`src/rtl/rdq_pkg.sv`:
```
// ---------------------------------------------------------------------------
// Ring deque package
// Types and fixed widths shared by the ring deque interfaces and top module.
// ---------------------------------------------------------------------------
`default_nettype none

package rdq_pkg;

  // Fixed field widths of the input and result beats.
  localparam int OP_W     = 3;
  localparam int VALUE_W  = 32;
  localparam int STATUS_W = 2;
  localparam int COUNT_W  = 5;
  localparam int INDEX_W  = 4;

  // Operation codes carried by an input beat.
  typedef enum logic [OP_W-1:0] {
    OP_PUSH_FRONT = 3'd0,
    OP_PUSH_BACK  = 3'd1,
    OP_POP_FRONT  = 3'd2,
    OP_POP_BACK   = 3'd3,
    OP_SEARCH     = 3'd4,
    OP_READ_ENDS  = 3'd5
  } op_t;

  // Status codes carried by a result beat.
  typedef enum logic [STATUS_W-1:0] {
    ST_DONE  = 2'd0,
    ST_EMPTY = 2'd1,
    ST_FULL  = 2'd2
  } status_t;

  // Sequencer states of the top level.
  typedef enum logic [2:0] {
    S_IDLE,
    S_LOAD_FRONT,
    S_LOAD_BACK,
    S_SEARCH,
    S_RESULT
  } state_t;

endpackage

`default_nettype wire

```
`src/rtl/rdq_in_if.sv`:
```
// ---------------------------------------------------------------------------
// Ring deque input channel
// Valid/ready channel carrying one operation and its value per beat.
// ---------------------------------------------------------------------------
`default_nettype none

interface rdq_in_if
  import rdq_pkg::*;
();
  logic               valid;
  logic               ready;
  logic [OP_W-1:0]    operation;
  logic [VALUE_W-1:0] value;

  modport source (output valid, output operation, output value, input ready);
  modport sink   (input valid, input operation, input value, output ready);
endinterface

`default_nettype wire

```
`src/rtl/rdq_out_if.sv`:
```
// ---------------------------------------------------------------------------
// Ring deque result channel
// Valid/ready channel carrying status, end values, count and search outcome.
// ---------------------------------------------------------------------------
`default_nettype none

interface rdq_out_if
  import rdq_pkg::*;
();
  logic                valid;
  logic                ready;
  logic [STATUS_W-1:0] status;
  logic [VALUE_W-1:0]  front_value;
  logic [VALUE_W-1:0]  back_value;
  logic [COUNT_W-1:0]  entry_count;
  logic                found;
  logic [INDEX_W-1:0]  found_index;

  modport source (output valid, output status, output front_value, output back_value,
                  output entry_count, output found, output found_index, input ready);
  modport sink   (input valid, input status, input front_value, input back_value,
                  input entry_count, input found, input found_index, output ready);
endinterface

`default_nettype wire

```
`src/rtl/rdq_store.sv`:
```
// ---------------------------------------------------------------------------
// Ring deque entry store
// Single-port-write, single-port-read memory with a registered read.
// ---------------------------------------------------------------------------
`default_nettype none

module rdq_store #(
  parameter int DEPTH = 16,
  parameter int AW    = 4,
  parameter int DW    = 32
) (
  input  wire logic          clk,
  input  wire logic          wr_en,
  input  wire logic [AW-1:0] wr_addr,
  input  wire logic [DW-1:0] wr_data,
  input  wire logic [AW-1:0] rd_addr,
  output logic      [DW-1:0] rd_data
);

  logic [DW-1:0] mem [DEPTH];

  // Write port.
  always_ff @(posedge clk) begin
    if (wr_en) begin
      mem[wr_addr] <= wr_data;
    end
  end

  // Read port, registered.
  always_ff @(posedge clk) begin
    rd_data <= mem[rd_addr];
  end

endmodule

`default_nettype wire

```
`src/rtl/ring_deque_with_search.sv`:
```
// ---------------------------------------------------------------------------
// Ring deque with search
// Bounded double-ended queue of 32-bit values kept as a ring in one memory,
// with cached end values and a linear search from the front.
// ---------------------------------------------------------------------------
// Flow: pushes, reads of the ends and refused operations pass from idle
// through the result state to the output register; pops that reload an end
// also pass a load state. A search reads one entry per cycle and compares
// it with the key, stopping at the first match or after all held entries.
// One operation in flight: the input is ready only while idle.
// Reset empties the deque; the store is not cleared, as only written entries are read.
`default_nettype none

module ring_deque_with_search
  import rdq_pkg::*;
#(
  parameter int CAPACITY = 16
) (
  input  wire logic  clk,
  input  wire logic  rst_n,
  rdq_in_if.sink     in_ch,
  rdq_out_if.source  out_ch
);

  localparam int IW = (CAPACITY > 1) ? $clog2(CAPACITY) : 1;
  localparam int CW = $clog2(CAPACITY + 1);
  localparam logic [IW:0]   CAP_X     = (IW+1)'(CAPACITY);
  localparam logic [CW-1:0] CAP_C     = CW'(CAPACITY);
  localparam logic [IW-1:0] LAST_SLOT = IW'(CAPACITY - 1);

  // Ring slot of an offset from a base slot, wrapped at the capacity.
  function automatic logic [IW-1:0] wrap_add(input logic [IW-1:0] base,
                                             input logic [IW-1:0] off);
    logic [IW:0] sum;
    sum = {1'b0, base} + {1'b0, off};
    if (sum >= CAP_X) begin
      sum = sum - CAP_X;
    end
    return sum[IW-1:0];
  endfunction

  state_t              state_r, state_nxt;
  logic [IW-1:0]       front_r, front_nxt;
  logic [CW-1:0]       count_r, count_nxt;
  logic [VALUE_W-1:0]  front_val_r, front_val_nxt;
  logic [VALUE_W-1:0]  back_val_r, back_val_nxt;
  logic [VALUE_W-1:0]  key_r, key_nxt;
  logic [CW-1:0]       rd_idx_r, rd_idx_nxt;
  logic                cmp_valid_r, cmp_valid_nxt;
  logic [IW-1:0]       cmp_idx_r, cmp_idx_nxt;
  status_t             status_r, status_nxt;
  logic                found_r, found_nxt;
  logic [IW-1:0]       fidx_r, fidx_nxt;
  logic                out_valid_r, out_valid_nxt;
  logic                out_load;

  logic [STATUS_W-1:0] out_status_r;
  logic [VALUE_W-1:0]  out_front_r, out_back_r;
  logic [COUNT_W-1:0]  out_count_r;
  logic                out_found_r;
  logic [INDEX_W-1:0]  out_index_r;

  logic                wr_en;
  logic [IW-1:0]       wr_addr;
  logic [IW-1:0]       rd_addr;
  logic [VALUE_W-1:0]  rd_data;
  logic [IW-1:0]       push_front_slot;
  logic                full, empty, issue;
  logic [31:0]         count_ext, fidx_ext;

  // Entry store.
  rdq_store #(
    .DEPTH (CAPACITY),
    .AW    (IW),
    .DW    (VALUE_W)
  ) u_store (
    .clk     (clk),
    .wr_en   (wr_en),
    .wr_addr (wr_addr),
    .wr_data (in_ch.value),
    .rd_addr (rd_addr),
    .rd_data (rd_data)
  );

  assign full            = (count_r == CAP_C);
  assign empty           = (count_r == '0);
  assign issue           = (rd_idx_r < count_r);
  assign push_front_slot = (front_r == '0) ? LAST_SLOT : front_r - IW'(1);

  // Sequencer: next state, store accesses and result capture.
  always_comb begin
    state_nxt     = state_r;
    front_nxt     = front_r;
    count_nxt     = count_r;
    front_val_nxt = front_val_r;
    back_val_nxt  = back_val_r;
    key_nxt       = key_r;
    rd_idx_nxt    = rd_idx_r;
    cmp_valid_nxt = cmp_valid_r;
    cmp_idx_nxt   = cmp_idx_r;
    status_nxt    = status_r;
    found_nxt     = found_r;
    fidx_nxt      = fidx_r;
    out_valid_nxt = out_valid_r && !out_ch.ready;
    out_load      = 1'b0;
    wr_en         = 1'b0;
    wr_addr       = push_front_slot;
    rd_addr       = wrap_add(front_r, IW'(rd_idx_r));

    case (state_r)
      S_IDLE: begin
        if (in_ch.valid) begin
          status_nxt = ST_DONE;
          found_nxt  = 1'b0;
          fidx_nxt   = '0;
          state_nxt  = S_RESULT;
          case (op_t'(in_ch.operation))
            OP_PUSH_FRONT: begin
              if (full) begin
                status_nxt = ST_FULL;
              end else begin
                wr_en         = 1'b1;
                wr_addr       = push_front_slot;
                front_nxt     = push_front_slot;
                count_nxt     = count_r + CW'(1);
                front_val_nxt = in_ch.value;
                if (empty) begin
                  back_val_nxt = in_ch.value;
                end
              end
            end
            OP_PUSH_BACK: begin
              if (full) begin
                status_nxt = ST_FULL;
              end else begin
                wr_en        = 1'b1;
                wr_addr      = wrap_add(front_r, IW'(count_r));
                count_nxt    = count_r + CW'(1);
                back_val_nxt = in_ch.value;
                if (empty) begin
                  front_val_nxt = in_ch.value;
                end
              end
            end
            OP_POP_FRONT: begin
              if (empty) begin
                status_nxt = ST_EMPTY;
              end else begin
                rd_addr   = wrap_add(front_r, IW'(1));
                front_nxt = wrap_add(front_r, IW'(1));
                count_nxt = count_r - CW'(1);
                if (count_r != CW'(1)) begin
                  state_nxt = S_LOAD_FRONT;
                end
              end
            end
            OP_POP_BACK: begin
              if (empty) begin
                status_nxt = ST_EMPTY;
              end else begin
                rd_addr   = wrap_add(front_r, IW'(count_r - CW'(2)));
                count_nxt = count_r - CW'(1);
                if (count_r != CW'(1)) begin
                  state_nxt = S_LOAD_BACK;
                end
              end
            end
            OP_SEARCH: begin
              key_nxt       = in_ch.value;
              rd_idx_nxt    = '0;
              cmp_valid_nxt = 1'b0;
              state_nxt     = S_SEARCH;
            end
            OP_READ_ENDS: begin
              if (empty) begin
                status_nxt = ST_EMPTY;
              end
            end
            default: begin
            end
          endcase
        end
      end
      S_LOAD_FRONT: begin
        front_val_nxt = rd_data;
        state_nxt     = S_RESULT;
      end
      S_LOAD_BACK: begin
        back_val_nxt = rd_data;
        state_nxt    = S_RESULT;
      end
      S_SEARCH: begin
        // Issue the next read while comparing the entry read last cycle.
        cmp_valid_nxt = issue;
        cmp_idx_nxt   = IW'(rd_idx_r);
        rd_idx_nxt    = rd_idx_r + CW'(issue);
        if (cmp_valid_r && (rd_data == key_r)) begin
          found_nxt = 1'b1;
          fidx_nxt  = cmp_idx_r;
          state_nxt = S_RESULT;
        end else if (!issue && !cmp_valid_r) begin
          state_nxt = S_RESULT;
        end
      end
      S_RESULT: begin
        if (!out_valid_r || out_ch.ready) begin
          out_load      = 1'b1;
          out_valid_nxt = 1'b1;
          state_nxt     = S_IDLE;
        end
      end
      default: begin
        state_nxt = S_IDLE;
      end
    endcase
  end

  // Control registers.
  always_ff @(posedge clk) begin
    if (!rst_n) begin
      state_r     <= S_IDLE;
      front_r     <= '0;
      count_r     <= '0;
      out_valid_r <= 1'b0;
      cmp_valid_r <= 1'b0;
      rd_idx_r    <= '0;
    end else begin
      state_r     <= state_nxt;
      front_r     <= front_nxt;
      count_r     <= count_nxt;
      out_valid_r <= out_valid_nxt;
      cmp_valid_r <= cmp_valid_nxt;
      rd_idx_r    <= rd_idx_nxt;
    end
  end

  // Payload registers.
  always_ff @(posedge clk) begin
    front_val_r <= front_val_nxt;
    back_val_r  <= back_val_nxt;
    key_r       <= key_nxt;
    cmp_idx_r   <= cmp_idx_nxt;
    status_r    <= status_nxt;
    found_r     <= found_nxt;
    fidx_r      <= fidx_nxt;
  end

  assign count_ext = 32'(count_r);
  assign fidx_ext  = 32'(fidx_r);

  // Output register; end values read as zero when the deque is empty.
  always_ff @(posedge clk) begin
    if (out_load) begin
      out_status_r <= status_r;
      out_front_r  <= empty ? '0 : front_val_r;
      out_back_r   <= empty ? '0 : back_val_r;
      out_count_r  <= count_ext[COUNT_W-1:0];
      out_found_r  <= found_r;
      out_index_r  <= fidx_ext[INDEX_W-1:0];
    end
  end

  assign in_ch.ready        = (state_r == S_IDLE);
  assign out_ch.valid       = out_valid_r;
  assign out_ch.status      = out_status_r;
  assign out_ch.front_value = out_front_r;
  assign out_ch.back_value  = out_back_r;
  assign out_ch.entry_count = out_count_r;
  assign out_ch.found       = out_found_r;
  assign out_ch.found_index = out_index_r;

endmodule

`default_nettype wire
```
`src/flat_wrapper.sv`:
```
// flat-port wrapper written by rule: the top's interface ports become plain ports
module ring_deque_with_search_flat import rdq_pkg::*;
#(
  parameter int CAPACITY = 16
)
  (clk, rst_n, in_ch_valid, in_ch_operation, in_ch_value, in_ch_ready, out_ch_valid, out_ch_status, out_ch_front_value, out_ch_back_value, out_ch_entry_count, out_ch_found, out_ch_found_index, out_ch_ready);
  rdq_in_if in_ch_i ();
  rdq_out_if out_ch_i ();
  input  wire logic clk;
  input  wire logic rst_n;
  input wire logic [$bits(in_ch_i.valid)-1:0] in_ch_valid;
  input wire logic [$bits(in_ch_i.operation)-1:0] in_ch_operation;
  input wire logic [$bits(in_ch_i.value)-1:0] in_ch_value;
  output wire logic [$bits(in_ch_i.ready)-1:0] in_ch_ready;
  output wire logic [$bits(out_ch_i.valid)-1:0] out_ch_valid;
  output wire logic [$bits(out_ch_i.status)-1:0] out_ch_status;
  output wire logic [$bits(out_ch_i.front_value)-1:0] out_ch_front_value;
  output wire logic [$bits(out_ch_i.back_value)-1:0] out_ch_back_value;
  output wire logic [$bits(out_ch_i.entry_count)-1:0] out_ch_entry_count;
  output wire logic [$bits(out_ch_i.found)-1:0] out_ch_found;
  output wire logic [$bits(out_ch_i.found_index)-1:0] out_ch_found_index;
  input wire logic [$bits(out_ch_i.ready)-1:0] out_ch_ready;
  assign in_ch_i.valid = in_ch_valid;
  assign in_ch_i.operation = in_ch_operation;
  assign in_ch_i.value = in_ch_value;
  assign in_ch_ready = in_ch_i.ready;
  assign out_ch_valid = out_ch_i.valid;
  assign out_ch_status = out_ch_i.status;
  assign out_ch_front_value = out_ch_i.front_value;
  assign out_ch_back_value = out_ch_i.back_value;
  assign out_ch_entry_count = out_ch_i.entry_count;
  assign out_ch_found = out_ch_i.found;
  assign out_ch_found_index = out_ch_i.found_index;
  assign out_ch_i.ready = out_ch_ready;
  ring_deque_with_search #(.CAPACITY(CAPACITY)) u_core (.clk(clk), .rst_n(rst_n), .in_ch(in_ch_i), .out_ch(out_ch_i));
endmodule
```
`config.mk`:
```
export PLATFORM = sky130hd
export DESIGN_NAME = ring_deque_with_search_flat
export DESIGN_NICKNAME = d
export VERILOG_FILES = /design/src/rtl/rdq_pkg.sv /design/src/rtl/rdq_in_if.sv /design/src/rtl/rdq_out_if.sv /design/src/rtl/rdq_store.sv /design/src/rtl/ring_deque_with_search.sv /design/src/flat_wrapper.sv
export SDC_FILE = /design/constraint.sdc
export NUM_CORES = 1
export LEC_CHECK = 0
export BUFFER_PORTS_ARGS = -buffer_cell sky130_fd_sc_hd__buf_2
export CORE_UTILIZATION = 55
export DETAILED_ROUTE_END_ITERATION = 12
export PLACE_DENSITY = 0.75
export SLEW_MARGIN = 20
export SYNTH_ARGS = -nofsm -noshare
export SYNTH_HDL_FRONTEND = slang
export SYNTH_SLANG_ARGS = --single-unit
```
`constraint.sdc`:
```
create_clock -name clk -period 4.6 [get_ports clk]
set_clock_uncertainty 0.2 [all_clocks]
set_input_delay 0.23 -clock clk [delete_from_list [all_inputs] [get_ports clk]]
set_output_delay 0.23 -clock clk [all_outputs]
set_load 0.005 [all_outputs]
```
==> impl_metrics.toml, run 1 <==
[logic_synthesis]
synthCells = 2273
synth-main-ff-cell = "edfxtp_1"
syn-num-nets = 2338
async_flop_share_pct = 0
avgSynthCellArea_um2 = 13.9
seq_area_frac_synth_pct = 69.1
synthTopCellsByArea = "edfxtp_1, o211ai_1, nand4_1"
yosysUniqueCellTypes = 59
syn_area_um2 = 31700
netlist.area_leader.share_pct = 65.9
yosysTopAreaCell = "edfxtp_1"
synth.yosys.warnings = 0
ys_ff_latch = 746
synth_enable_flop_cells = 695

[die]
die_w_um = 242
pin_count = 117
coreArea_um2 = 56600
num_rows = 87
die_area_um2 = 58500
start_util_pct = 55.9
die-height_um = 242

[route]
antenna_left = 0
wl_um = 76400
avgViaCountPerCell = 6.33
drt_pass1_iterations = 6
wire_per_inst_um = 24.1
drc = 0
drt_iter0_drc = 2126
vias = 20100

[layout]
drive_above_1_share_pct = 15.8
multi_input_area_um2 = 8120
area_growth_pct = 13.9
final_common_cell = "edfxtp_1"
most-common-layout-cells = "edfxtp_1, o211ai_1, inv_1"
fillers = 3983
fin_nets = 2426
ff_latch_area_um2 = 21900

[clock_network]
htreeDepth = 3
tritoncts = "done"
clk_pin_slew_worst_paths_ns = 0.07
cts_buffers = 73
ctsResizeCount = 0
clockRootBuffer = "clkbuf_16"
insertion_delay_ns = 0.61
clock_path_buffers = 3
cts_sinks = 746

[worst_hold_path]
hold_path_depth = 0
worstHoldPathType = "reg -> reg"

[job]
maxCapViolations = 0

[placed_design]
gp_congestion = 0.910
post-dp-hpwl_um = 41400
io_buffer_count = 116
dp_slack_ns = 0.817

[sta]
worst_pin_slew_ns = 1.08
setup_ws_ns = 0.756
maxSlewViolCount = 0
rsz0062_at_grt = "no"
timing.setup.tns_ns = 0
post-route-period-util_pct = 83.6
setup_viol = 0
min_period_ns = 3.84
max_freq_mhz = 260
hold_violations = 0
hold_slack_ns = 0.225
slew_headroom_pct = 27.7

[grt]
grt_usage_pct = 25.9
grt_max_degree = 138
grt_pass1_vias = 19700
grt_pass1_wl_um = 116000
antenna_found_initial = 4
gr-total-overflow = 0

[worst_setup_path]
crit_type = "reg -> reg"
cp_max_fo = 68
critPathCaptureType = "flip-flop"
rr_worst_depth = 10
cp.required_ns = 4.82
worstSetupStartpointType = "flip-flop"
arrival_ns = 4.06

[power_and_ir_drop]
power_density_nw_per_um2 = 421
vdd_drop_max_mv = 0.302
leakage_nw = 12.2

[status]
outcome = "complete, no violations"
report_power, final:
part | switching (mW) | total [mW] | internal (mW) | leakage (nW)
clock network | 2.49 | 5.97 | 3.48 | 1.18
logic | 0.909 | 1.35 | 0.437 | 4.22
registers | 0.160 | 7.86 | 7.70 | 6.75
state kept, by name (all words and copies together) (netlist names), 5 cells and up:
register                   count
u_core.u_store.rd_data        32
u_core.rd_idx_r                5
u_core.count_r                 5
u_core.out_ch.front_value     32
u_core.front_val_r            32
u_core.out_ch.back_value      32
u_core.key_r                  32
u_core.out_ch.entry_count      5
u_core.back_val_r             32
u_core.u_store.mem           512
synthesized netlist by cell type (all sizes together), types with 23 or more instances:
library cell    n
o211ai        514
mux2           66
xor2           40
dfxtp          51
edfxtp        695
ha             23
buf            61
nand4         165
clkbuf        132
and2           71
nor2           31
inv           272
worst paths after layout:
check	startpoint	endpoint	slack, ns
min reg2reg	u_core.found_r	u_core.out_ch.found	0.22
max	u_core.count_r[1]	u_core.u_store.rd_data[6]	0.76
max reg2reg	u_core.count_r[1]	u_core.u_store.rd_data[6]	0.76
min	u_core.found_r	u_core.out_ch.found	0.22
cell type report:
type,count,area share [%]
tap,756,2.62
inverter,273,2.86
timing repair buffer,206,4.65
multi-input combinational,1061,22.5
clock buffer,98,5.70
antenna,1,0.00694
sequential,746,60.7
clock inverter,35,0.947
metal layers:
metal  up-vias  GRT usage [%]  routed length, µm
met5         -              0                 13
met4         2           9.94               2180
met3       164           4.67               7660
met2      1038           42.4              36800
met1      9931           34.7              29700
li1       8962              -                  -
repair_timing:
item | CTS | global route
hold endpoints to repair | 568 | 0
buffers inserted | 0 | 0
hold buffers | 38 | 0
cell families after synthesis:
family | count (synthesis) | synth area share (%)
XOR/XNOR | 53 | 1.47
adder cells (fa/ha/maj) | 26 | 1.10
AO/OA/AOI/OAI | 572 | 13.5
buffers and inverters | 466 | 5.93
multiplexers | 68 | 2.41
flip-flops | 746 | 69.1
AND/OR/NAND/NOR | 342 | 6.45
critical path: stages (launching register included):
cell	delay, ns
dfxtp_1	0.38
inv_1	0.30
ha_1	0.31
or4b_2	0.62
buf_4	0.30
a31o_4	0.41
buf_4	0.36
o211ai_1	0.21
o211ai_1	0.13
nand4_1	0.14
nand4_1	0.25
per-stage QoR:
stage	util [%]	power [mW]	instances	instance area, µm²
floorplan	-	8.75	2273	31700
global placement	58.8	9.25	3004	33300
finish	63.7	15.2	3176	36100
detailed placement	58.8	9.29	3004	33300
CTS	63.7	15.2	3175	36100
global route	63.7	15.6	3176	36100
No activity file was read; power rests on OpenSTA's default activity.
==> inputs of run 2 (changes only) <==
ABC_AREA = 1   (was unset)
PLACE_DENSITY = 0.78   (was 0.75)
clock period = 3.43 ns   (was 4.6 ns; I/O delays follow)
==> run 2 against run 1 <==
  * Clock power up 26%
  * Flip-flop and latch count unchanged
  * Critical path depth up 1
  * Largest power group unchanged
  * Setup slack worse by 0.54 ns
  * Utilization down 0.43 points
  * Register-to-register slack worse by 0.54 ns
  * Sequential power up 34%
  * First-iteration DRC count up 14%
  * Via count up 8.3%
==> impl_metrics.toml, run 2 <==
[status]
outcome = "complete, no violations"

[sta]
hold_slack_ns = 0.222
post-route-period-util_pct = 93.6
hold_violations = 0
maxSlewViolCount = 0
min_period_ns = 3.21
rsz0062_at_grt = "no"
max_freq_mhz = 312
setup_viol = 0
worst_pin_slew_ns = 1.06
slew_headroom_pct = 29.1

[route]
drt_pass1_iterations = 6
antenna_left = 0
wl_um = 74200
drt_iter0_drc = 2423
vias = 21800
drc = 0
wire_per_inst_um = 18.9
avgViaCountPerCell = 5.55

[grt]
grt_util_met1_pct = 34.2
gr-total-overflow = 0
use_met2_pct = 40.3
grt_usage_pct = 24.8
antenna_found_initial = 1
grt_max_degree = 150
grt_pass1_wl_um = 115000
grt_busiest_layer = "met2"
grtUsageMet3_pct = 4.37
grt_pass1_vias = 20900

[worst_hold_path]
hold_path_depth = 0
worstHoldPathType = "reg -> reg"

[logic_synthesis]
async_flop_share_pct = 0
synth_commonest_cells = "nand2_1, edfxtp_1, nand3_1, inv_1, buf_2"
syn-num-nets = 3020
synth-main-ff-cell = "edfxtp_1"
ys_ff_latch = 746
yosysMostFrequentCell = "nand2_1"
synth_enable_flop_cells = 695
syn_area_um2 = 32100
yosysTopAreaCell = "edfxtp_1"
synthCells = 2955
synth.yosys.warnings = 0
yosysUniqueCellTypes = 43
synthTopCellsByArea = "edfxtp_1, nand3_1, nand2_1"
seq_area_frac_synth_pct = 68.2
netlist.area_leader.share_pct = 65.0
avgSynthCellArea_um2 = 10.9

[layout]
final_common_cell = "nand2_1"
largest-register = "u_core.u_store.mem"
area_growth_pct = 13.8
drive_above_1_share_pct = 11.1
fin_util_pct = 63.3
fillers = 4303
largest_reg_flops = 512
most-common-layout-cells = "nand2_1, edfxtp_1, nand3_1"
fin_nets = 3170

[clock_network]
cts_sinks = 746
cts_setup_buffers = 0
clk_pin_slew_worst_paths_ns = 0.06
clockRootBuffer = "clkbuf_16"
insertion_delay_ns = 0.62
tritoncts = "done"
htreeDepth = 3
cts_buffers = 72
clock_path_buffers = 3

[power_and_ir_drop]
vdd_drop_max_mv = 0.359
leakage_nw = 15.2
total_power_mw = 20.0
power_density_nw_per_um2 = 549

[placed_design]
post-dp-hpwl_um = 44400
io_buffer_count = 116
gp_congestion = 0.904

[die]
num_rows = 88
die_area_um2 = 59300
start_util_pct = 55.6
pin_count = 117
die-height_um = 244
coreArea_um2 = 57700
die_w_um = 244

[worst_setup_path]
cp_max_fo = 32
rr_worst_depth = 11
cp.required_ns = 3.45
critPathCaptureType = "flip-flop"
worstSetupStartpointType = "flip-flop"
arrival_ns = 3.23
crit_type = "reg -> reg"

[job]
maxCapViolations = 0
==> run 2: cell count changes after synthesis, sizes merged, moves of 36 or more <==
cell / before / now
and2: 71 / 0
buf: 61 / 128
clkbuf: 132 / 25
inv: 272 / 444
mux2: 66 / 0
nand2: 20 / 705
nand3: 16 / 608
nand4: 165 / 4
o211ai: 514 / 3
o21ai: 8 / 87
xor2: 40 / 4
==> run 2: where the power goes <==
| part | switching (mW) | total [mW] | internal [mW] |
|---|---|---|---|
| combinational | 1.39 | 2.03 | 0.640 |
| clock | 3.28 | 7.54 | 4.26 |
| sequential | 0.161 | 10.5 | 10.3 |
==> run 2: through the flow <==
stage	setup WS (ns)	TNS, ns	std cells	instance area, µm²
2_1_floorplan	-0.347	-146.12	2955	32100
4_1_cts	0.0252	0	3919	36500
3_5_place_dp	0.0541	0	3753	33900
6_report	0.220	0	3924	36500
5_1_grt	0.0129	0	3924	36500
3_3_place_gp	0.122	0	3753	33900
==> run 2: path summary, 6_finish.rpt <==
path	slack [ns]	end	start
worst max-delay path	0.22	u_core.u_store.mem[8][20]	u_core.count_r[0]
worst min register to register	0.22	u_core.out_ch.found	u_core.found_r
worst min-delay path	0.22	u_core.out_ch.found	u_core.found_r
worst max register to register	0.22	u_core.u_store.mem[8][20]	u_core.count_r[0]
==> run 2: critical path, stage by stage, from the launching register on <==
cell,delay (ns)
dfxtp_2,0.35
inv_1,0.09
ha_1,0.24
a31oi_2,0.19
nand4_1,0.15
buf_4,0.19
nand2_1,0.05
o21ai_1,0.11
nor2_1,0.14
nand2_1,0.07
buf_4,0.20
nor2_4,0.83
==> run 2: cells by family (layout without fill, tap and decap cells) <==
family                   Yosys count  in the layout  synth area share (%)
AO/OA/AOI/OAI                    123            123                  2.06
XOR/XNOR                          27             27                 0.737
adder cells (fa/ha/maj)           26             26                  1.08
buffers and inverters            598            797                  7.95
flip-flops                       746            746                  68.2
multiplexers                       1              1                0.0312
other                              0              1                     0
AND/OR/NAND/NOR                 1434           1438                  19.9
==> run 2: layer usage <==
layer | wire, µm | part of all wire, % | vias up
met5 | 0 | 0 | -
met3 | 6880 | 9.3 | 121
met4 | 1680 | 2.3 | 0
met1 | 29900 | 40 | 10400
li1 | - | - | 10200
met2 | 35800 | 48 | 1072
==> run 2: repair_timing <==
action	in CTS	in global routing
hold buffers	39	0
endpoints found under the setup margin	0	192
resized for setup	0	7
endpoints found under the hold margin	618	0
==> run 2: cell type report <==
cell class	instances	area, µm²	area share [%]
sequential	746	21900	60.0
multi-input combinational	1615	7940	21.7
clock buffer	102	2020	5.53
timing repair buffer	225	1830	5.02
inverter	445	1670	4.59
tap	765	957	2.62
clock inverter	25	191	0.524
antenna	1	2.50	0.00685
==> inputs of run 3 (changes only) <==
CORE_ASPECT_RATIO = 1.5   (was unset)
==> run 3 against run 2 <==
  * Sequential share of layout area is 0.28 points lower
  * Global-route usage is 1.7 points higher
  * Combinational power is 3% higher
  * Clock power is 1% lower
  * First-iteration DRC count is 12% higher
  * Cell count is 0.20% higher
  * Sequential power hardly changed
==> impl_metrics.toml, run 3 (same netlist as run 2, synthesis figures left out) <==
[worst_setup_path]
path_cells = "dlygate4sd3_1, buf_2, inv_2, nor2_4, dlygate4sd3_1, nand2_4, clkinv_2, nand2_2, nand3_4, nand2_8, buf_4, nand2_1, nand2_1, nand2_1, nand3_1, nand3_1, nand2_1"
critPathCaptureType = "flip-flop"
cp_slowest_cell = "dlygate4sd3_1"
cp.required_ns = 3.79
crit_buf_inv = 6
arrival_ns = 3.59
crit_top_cell = "nand2_1"
cp_max_fo = 50
cpLargestDelayFamily = "buffers and inverters"
worstSetupStartpointType = "input port"
slowest_delay_ns = 0.63
crit_type = "in -> reg"

[layout]
largest-register = "u_core.u_store.mem"
largest_reg_flops = 512
drive_above_1_share_pct = 11.7
most-common-layout-cells = "nand2_1, edfxtp_1, nand3_1"
design_area_um2 = 36700
fin_nets = 3175
final_common_cell = "nand2_1"
area_growth_pct = 14.3
instances_no_fill = 3932

[grt]
grt_pass1_wl_um = 121000
grt_max_degree = 96
gr-total-overflow = 0
grt_usage_pct = 26.6
antenna_found_initial = 3
grt_pass1_vias = 21600

[power_and_ir_drop]
power_density_nw_per_um2 = 546
leakage_nw = 15.3
vdd_drop_max_mv = 0.387

[die]
die-height_um = 298
die_w_um = 199
start_util_pct = 55.6
die_area_um2 = 59300
coreArea_um2 = 57700
pin_count = 117
num_rows = 108

[sta]
post-route-period-util_pct = 94.2
hold_violations = 0
worst_pin_slew_ns = 1.01
max_freq_mhz = 310
min_period_ns = 3.23
setup_viol = 0
slew_headroom_pct = 32.2
rsz0062_at_grt = "no"
maxSlewViolCount = 0

[placed_design]
io_buffer_count = 116
post-dp-hpwl_um = 49800
dp.cells = 3776
gp_congestion = 0.942
placed_cell_area_um2 = 34100

[route]
drt_pass1_iterations = 6
drt_iter0_drc = 2710
vias = 22200
avgViaCountPerCell = 5.64
antenna_left = 0
wl_um = 77800
wl_met2_um = 38600
wire_per_inst_um = 19.8
wl_met1_um = 28400
drc = 0
wl_met3_um = 7360
highest_layer = "met5"

[clock_network]
clk_pin_slew_worst_paths_ns = 0.07
insertion_delay_ns = 0.62
clock_path_buffers = 3
clockRootBuffer = "clkbuf_16"
tritoncts = "done"
cts_sinks = 746
htreeDepth = 2
cts_buffers = 61
ctsResizeCount = 0

[status]
outcome = "complete, no violations"

[worst_hold_path]
worstHoldPathType = "reg -> reg"

[job]
maxCapViolations = 0
-- run 3: area by class of cell --
class	instances	area (µm²)
clock buffer	74	1650
antenna	1	2.50
multi-input combinational	1611	7890
sequential	746	21900
timing repair buffer	245	2100
fill	4094	21000
clock inverter	40	504
tap	770	963
inverter	445	1670
-- run 3: report_power, final --
group | internal [mW] | switching, mW
Sequential | 10.3 | 0.159
Clock | 4.25 | 3.20
Combinational | 0.647 | 1.45
-- run 3: worst paths after layout --
check	cells past startpoint	end	from	slack [ns]
min reg2reg	0	u_core.out_ch.status[0]	u_core.status_r[0]	0.23
max reg2reg	10	u_core.u_store.mem[11][1]	u_core.count_r[0]	0.24
min	0	u_core.out_ch.status[0]	u_core.status_r[0]	0.23
max	17	u_core.u_store.rd_data[21]	in_ch_operation[1]	0.20
-- run 3: through the flow --
step	worst slack, ns	total power, mW	TNS (ns)	hold slack (ns)	utilization, %
2_1_floorplan	-0.347	11.9	-146.12	0.0704	-
3_3_place_gp	0.319	12.6	0	0.205	59.1
3_5_place_dp	0.272	12.7	0	0.206	59.1
4_1_cts	0.235	20.0	0	0.222	63.6
5_1_grt	0.0744	20.6	0	0.228	63.6
6_report	0.199	20.0	0	0.225	63.6
-- run 3: timing repair --
action	in CTS	in global routing
endpoints found under the hold margin	619	0
endpoints found under the setup margin	0	0
hold buffers	41	0
buffers inserted	0	0
-- run 3: routing by layer --
layer	GRT usage, %	vias to the layer above
met1	33.9	10500
met3	4.22	243
li1	-	10200
met4	12.7	2
met5	0	-
met2	44.2	1275
